`src/hdl/homogeneous_transform_unit_macros.svh`:
```
// Assertion macros shared by the transform unit.
// Every macro samples on the rising edge of clk and is switched off while rst is high.
`ifndef HOMOGENEOUS_TRANSFORM_UNIT_MACROS_SVH
`define HOMOGENEOUS_TRANSFORM_UNIT_MACROS_SVH

// The consequent must hold in the same cycle as the antecedent.
`define HTU_ASSERT_SAME(label, ante, cons, msg) \
  label: assert property (@(posedge clk) disable iff (rst) (ante) |-> (cons)) \
    else $error(msg);

// The consequent must hold in the cycle after the antecedent.
`define HTU_ASSERT_NEXT(label, ante, cons, msg) \
  label: assert property (@(posedge clk) disable iff (rst) (ante) |=> (cons)) \
    else $error(msg);

`endif

```
`src/hdl/htu_pkg.sv`:
```
package htu_pkg;

  localparam int ARG_W  = 32;
  localparam int OPB_W  = ARG_W + 1;      // second multiplier operand, holds a negated sine
  localparam int PROD_W = ARG_W + OPB_W;
  localparam int DIM    = 4;
  localparam int DATA_W = DIM * ARG_W;
  localparam int USER_W = 3;

  typedef logic signed [ARG_W-1:0] word_t;

  typedef enum logic [USER_W-1:0] {
    OP_IDENTITY  = 3'd0,
    OP_ROT_X     = 3'd1,
    OP_ROT_Y     = 3'd2,
    OP_ROT_Z     = 3'd3,
    OP_SCALE     = 3'd4,
    OP_TRANSLATE = 3'd5,
    OP_TRANSPOSE = 3'd6,
    OP_VECTOR    = 3'd7
  } opcode_t;

  // Load strobe and operation travelling with one pipeline stage.
  typedef struct packed {
    logic    go;
    opcode_t op;
  } stage_ctrl_t;

endpackage

```
`src/hdl/htu_update.sv`:
```
// Update stage: adds the floored products, saturates, and holds the current matrix.
module htu_update #(
  parameter int FRAC_BITS = 16,
  localparam int Q_W = htu_pkg::PROD_W - FRAC_BITS
) (
  input  logic                  clk,
  input  logic                  rst,
  input  htu_pkg::stage_ctrl_t  ctrl,
  input  logic signed [Q_W-1:0] q   [htu_pkg::DIM][htu_pkg::DIM],
  output htu_pkg::word_t        mat [htu_pkg::DIM][htu_pkg::DIM],
  output htu_pkg::word_t        vec [htu_pkg::DIM]
);

  localparam int S_W = Q_W + 2;
  localparam logic signed [S_W-1:0] S_MAX =
    {{(S_W - htu_pkg::ARG_W + 1){1'b0}}, {(htu_pkg::ARG_W - 1){1'b1}}};
  localparam logic signed [S_W-1:0] S_MIN =
    {{(S_W - htu_pkg::ARG_W + 1){1'b1}}, {(htu_pkg::ARG_W - 1){1'b0}}};
  localparam htu_pkg::word_t ONE_W = htu_pkg::word_t'(1) << FRAC_BITS;

  function automatic htu_pkg::word_t sat(input logic signed [S_W-1:0] v);
    htu_pkg::word_t res;
    if (v > S_MAX) begin
      res = S_MAX[htu_pkg::ARG_W-1:0];
    end else if (v < S_MIN) begin
      res = S_MIN[htu_pkg::ARG_W-1:0];
    end else begin
      res = v[htu_pkg::ARG_W-1:0];
    end
    return res;
  endfunction

  logic signed [S_W-1:0] qe   [htu_pkg::DIM][htu_pkg::DIM];
  logic signed [S_W-1:0] s01  [htu_pkg::DIM];
  logic signed [S_W-1:0] s23  [htu_pkg::DIM];
  logic signed [S_W-1:0] sall [htu_pkg::DIM];
  htu_pkg::word_t        mat_next [htu_pkg::DIM][htu_pkg::DIM];

  always_comb begin
    for (int r = 0; r < htu_pkg::DIM; r++) begin
      for (int k = 0; k < htu_pkg::DIM; k++) begin
        qe[r][k] = S_W'(q[r][k]);
      end
      s01[r]  = qe[r][0] + qe[r][1];
      s23[r]  = qe[r][2] + qe[r][3];
      sall[r] = s01[r] + s23[r];
      vec[r]  = sat(sall[r]);
    end
  end

  // Terms of the right-hand matrix equal to one pass the old element through unchanged.
  always_comb begin
    for (int r = 0; r < htu_pkg::DIM; r++) begin
      for (int k = 0; k < htu_pkg::DIM; k++) begin
        mat_next[r][k] = mat[r][k];
      end
      unique case (ctrl.op)
        htu_pkg::OP_IDENTITY: begin
          for (int k = 0; k < htu_pkg::DIM; k++) begin
            mat_next[r][k] = (r == k) ? ONE_W : '0;
          end
        end
        htu_pkg::OP_TRANSPOSE: begin
          for (int k = 0; k < htu_pkg::DIM; k++) begin
            mat_next[r][k] = mat[k][r];
          end
        end
        htu_pkg::OP_ROT_X: begin
          mat_next[r][1] = sat(s01[r]);
          mat_next[r][2] = sat(s23[r]);
        end
        htu_pkg::OP_ROT_Y: begin
          mat_next[r][0] = sat(s01[r]);
          mat_next[r][2] = sat(s23[r]);
        end
        htu_pkg::OP_ROT_Z: begin
          mat_next[r][0] = sat(s01[r]);
          mat_next[r][1] = sat(s23[r]);
        end
        htu_pkg::OP_SCALE: begin
          mat_next[r][0] = sat(qe[r][0]);
          mat_next[r][1] = sat(qe[r][1]);
          mat_next[r][2] = sat(qe[r][2]);
        end
        htu_pkg::OP_TRANSLATE: begin
          mat_next[r][3] = sat(sall[r]);
        end
        htu_pkg::OP_VECTOR: begin
          // Matrix unchanged.
        end
      endcase
    end
  end

  always_ff @(posedge clk) begin
    for (int r = 0; r < htu_pkg::DIM; r++) begin
      for (int k = 0; k < htu_pkg::DIM; k++) begin
        if (rst) begin
          mat[r][k] <= (r == k) ? ONE_W : '0;
        end else if (ctrl.go) begin
          mat[r][k] <= mat_next[r][k];
        end
      end
    end
  end

endmodule

```
`config.mk`:
```
export PLATFORM = sky130hd
export DESIGN_NAME = htu_update
export DESIGN_NICKNAME = d
export VERILOG_FILES = /design/src/hdl/homogeneous_transform_unit_macros.svh /design/src/hdl/htu_pkg.sv /design/src/hdl/htu_update.sv
export SDC_FILE = /design/constraint.sdc
export NUM_CORES = 2
export LEC_CHECK = 0
export ABC_AREA = 1
export BUFFER_PORTS_ARGS = -buffer_cell sky130_fd_sc_hd__buf_2
export CORE_AREA = 2 2 554 556
export CTS_CLUSTER_SIZE = 8
export DETAILED_ROUTE_END_ITERATION = 8
export DIE_AREA = 0 0 556 558
export PLACE_DENSITY = 0.39
export SYNTH_ARGS = -nofsm -noshare
export SYNTH_HDL_FRONTEND = slang
export SYNTH_SLANG_ARGS = --single-unit
```
`constraint.sdc`:
```
create_clock -name clk -period 14.7 [get_ports clk]
set_clock_uncertainty 0.05 [all_clocks]
set_input_delay 2.205 -clock clk [delete_from_list [all_inputs] [get_ports clk]]
set_output_delay 2.205 -clock clk [all_outputs]
set_load 0.02 [all_outputs]
```
==> impl_metrics.env <==
export IMPL_status="complete, no violations"
export IMPL_hold_path_depth=2
export IMPL_leakage_nw=42.9
export IMPL_yosysTopAreaCell="nand2_1"
export IMPL_synth_area_leaders="nand2_1 24%, dfxtp_1 14%, ha_1 10%, a21oi_1 9.8%, inv_1 6.6%"
export IMPL_min_to="mat[23]$_SDFFE_PP0P_"
export IMPL_timing_rr_end="mat[196]$_SDFFE_PP0P_"
export IMPL_yosysWarnings=0
export IMPL_grt_ovfl_total=0
export IMPL_hold_viol=0
export IMPL_rsz0062_at_grt="false"
export IMPL_drtAntennaViolNets=0
export IMPL_cts_resized=0
export IMPL_tightest_slew_ps=1360
export IMPL_cts_buffers=84
export IMPL_ctsLongestPathBuffers=4
export IMPL_critPathSlowestCell="xor2_1"
export IMPL_hpwl_microns=520000
export IMPL_hp_class="register to register"
export IMPL_finalSetupViolations=0
export IMPL_largest_reg_flops=512
export IMPL_fin_setup_tns_ps=0
export IMPL_rr_worst_depth=4
export IMPL_detail_route_wl_per_cell_microns=32.9
export IMPL_drc_errors=0
export IMPL_async_reset_ff_frac=0
export IMPL_synthDominantCellAreaShare=0.238
export IMPL_critPathMaxFanout=31
export IMPL_dpl_instance_area_sq_um=83800
export IMPL_crit_arrival_ps=9460
export IMPL_dieArea_sq_um=310000
export IMPL_clk_pin_slew_worst_paths_ps=50
export IMPL_power_per_cell_area_nw_per_um2=148
export IMPL_num_io_pins=1430
export IMPL_maxCapViolations=0
export IMPL_grt_pass1_wl_microns=789000
export IMPL_initial_utilization=0.238
export IMPL_syn_avg_cell_area_sq_um=5.61
export IMPL_track_usage=0.368
export IMPL_synth_edf_count=0
export IMPL_max_freq_mhz=85.4
export IMPL_drt_iter0_drc=11000
export IMPL_ys_seq_area_frac=0.142
export IMPL_design_core_area_sq_um=305000
export IMPL_cts_root_buffer="clkbuf_16"
export IMPL_htree_levels=3
export IMPL_cts_tree="built"
export IMPL_grt_max_degree=159
export IMPL_synth_cell_type_count=71
export IMPL_post_route_period_util=0.797
export IMPL_cp_end_kind="output pin"
export IMPL_viasPerCell=5.38
export IMPL_synth_ff_latch_count=512
export IMPL_routed_wl_microns=598000
export IMPL_final_max_slew_viol_count=0
export IMPL_critPathMaxStageDelay_ps=610
export IMPL_cts_hold_buf=0
export IMPL_antenna_found_initial=125
export IMPL_finalCriticalPeriod_ps=11710
export IMPL_port_buffers=1429
export IMPL_place_congestion=1.08
export IMPL_rows=203
export IMPL_dr_pass1_iters=7
export IMPL_synthCells=12900
export IMPL_first_global_vias=92400
export IMPL_worstSetupPathType="input pin to output pin"
export IMPL_synth_fp_nets=14300
export IMPL_cp_required_ps=12440
export IMPL_yosysMostFrequentCell="nand2_1"
export IMPL_hold_start="mat[23]$_SDFFE_PP0P_"
export IMPL_start_kind="input pin"
export IMPL_clkSinkCount=512
export IMPL_reg2reg_slack_ps=12870
export IMPL_final_cell_area_sq_um=86400
export IMPL_reg_top3="mat: 512 flops"
export IMPL_vias=98000
export IMPL_regMostFlops="mat"
export IMPL_drive_gt1_frac=0.150
export IMPL_yosys_most_used_dff="dfxtp_1"
export IMPL_reg2reg_from="mat[292]$_SDFFE_PP0P_"
export IMPL_ir_drop_mv=0.0956
export IMPL_synth_common_cells="4588 x nand2_1, 1412 x a21oi_1, 1269 x inv_1"
export IMPL_maxSlewHeadroom=0.0871
export IMPL_fin_util=0.284
export IMPL_post_cts_setup_buffers=0
export IMPL_insertion_delay_ps=810
export IMPL_syn_to_final_growth_pct=19.4
export IMPL_layout_nets=15500
export IMPL_synth_area_sq_um=72300
export IMPL_dieWidth_microns=556
export IMPL_die_y_microns=558
export IMPL_crit_top_cell="nand2_1"
cells by family after synthesis:
family	share of synthesized area
fa+ha+maj	0.106
compound gates	0.206
xor+xnor	0.0542
buf+inv	0.0934
flops	0.142
simple gates	0.399
where the power goes:
| part | switching, W | total, W | internal (W) |
|---|---|---|---|
| clock | 0.000818 | 0.00195 | 0.00113 |
| combinational | 0.00700 | 0.00919 | 0.00220 |
| sequential | 0.000130 | 0.00160 | 0.00147 |
how the worst max path moves through the flow:
stage           start      end  slack (ps)  cells past startpoint
2_1_floorplan   q[98]  vec[16]        5860                     34
3_3_place_gp   q[308]  vec[34]        3220                     24
3_5_place_dp   q[441]  vec[72]        3390                     35
4_1_cts        q[441]  vec[72]        3390                     35
5_1_grt        q[147]  vec[20]        2740                     32
6_report       q[441]  vec[72]        2990                     35
critical path, delay by kind of cell:
kind | cells | cell delay (ps)
compound gates | 7 | 1550
xor+xnor | 1 | 610
fa+ha+maj | 3 | 1110
simple gates | 19 | 3140
buf+inv | 5 | 770
layout make-up:
type,instances,area (sq um)
sequential,512,10200
inverter,1277,4810
tap,3997,5000
antenna,61,153
clock inverter,11,191
fill,36200,218000
timing repair buffer,1544,8060
multi-input combinational,10700,55700
clock buffer,102,2250
stage by stage:
stage                     hold WS (ps)  total power [W]  instances  setup WS [ps]
after global placement             402           0.0106      18000           3220
after global routing               425           0.0132      18200           2740
after detailed placement           402           0.0106      18000           3390
after floorplan                    491          0.00631      12900           5860
after CTS                          410           0.0125      18100           3390
final                              410           0.0127      18200           2990
cells in the final DEF (no fill, tap or decap), drive strengths merged, types with 177 or more instances in the layout:
master  synthesis  final
a31oi         188    188
nor2          891    891
inv          1273   1274
nand2        4833   4833
xnor2         177    177
buf            95   1544
o21ai         826    826
nand3         717    717
a21oi        1502   1502
xor2          270    270
dfxtp         512    512
nand4         230    230
ha            592    592
metal layers:
| metal | vias to the layer above | global-route usage | share of wire |
|---|---|---|---|
| met5 | - | 0 | 0.00065 |
| met1 | 47200 | 0.466 | 0.41 |
| met2 | 4612 | 0.567 | 0.43 |
| li1 | 45100 | - | - |
| met4 | 60 | 0.242 | 0.076 |
| met3 | 1005 | 0.0689 | 0.078 |
(Power assumes the default switching activity.)
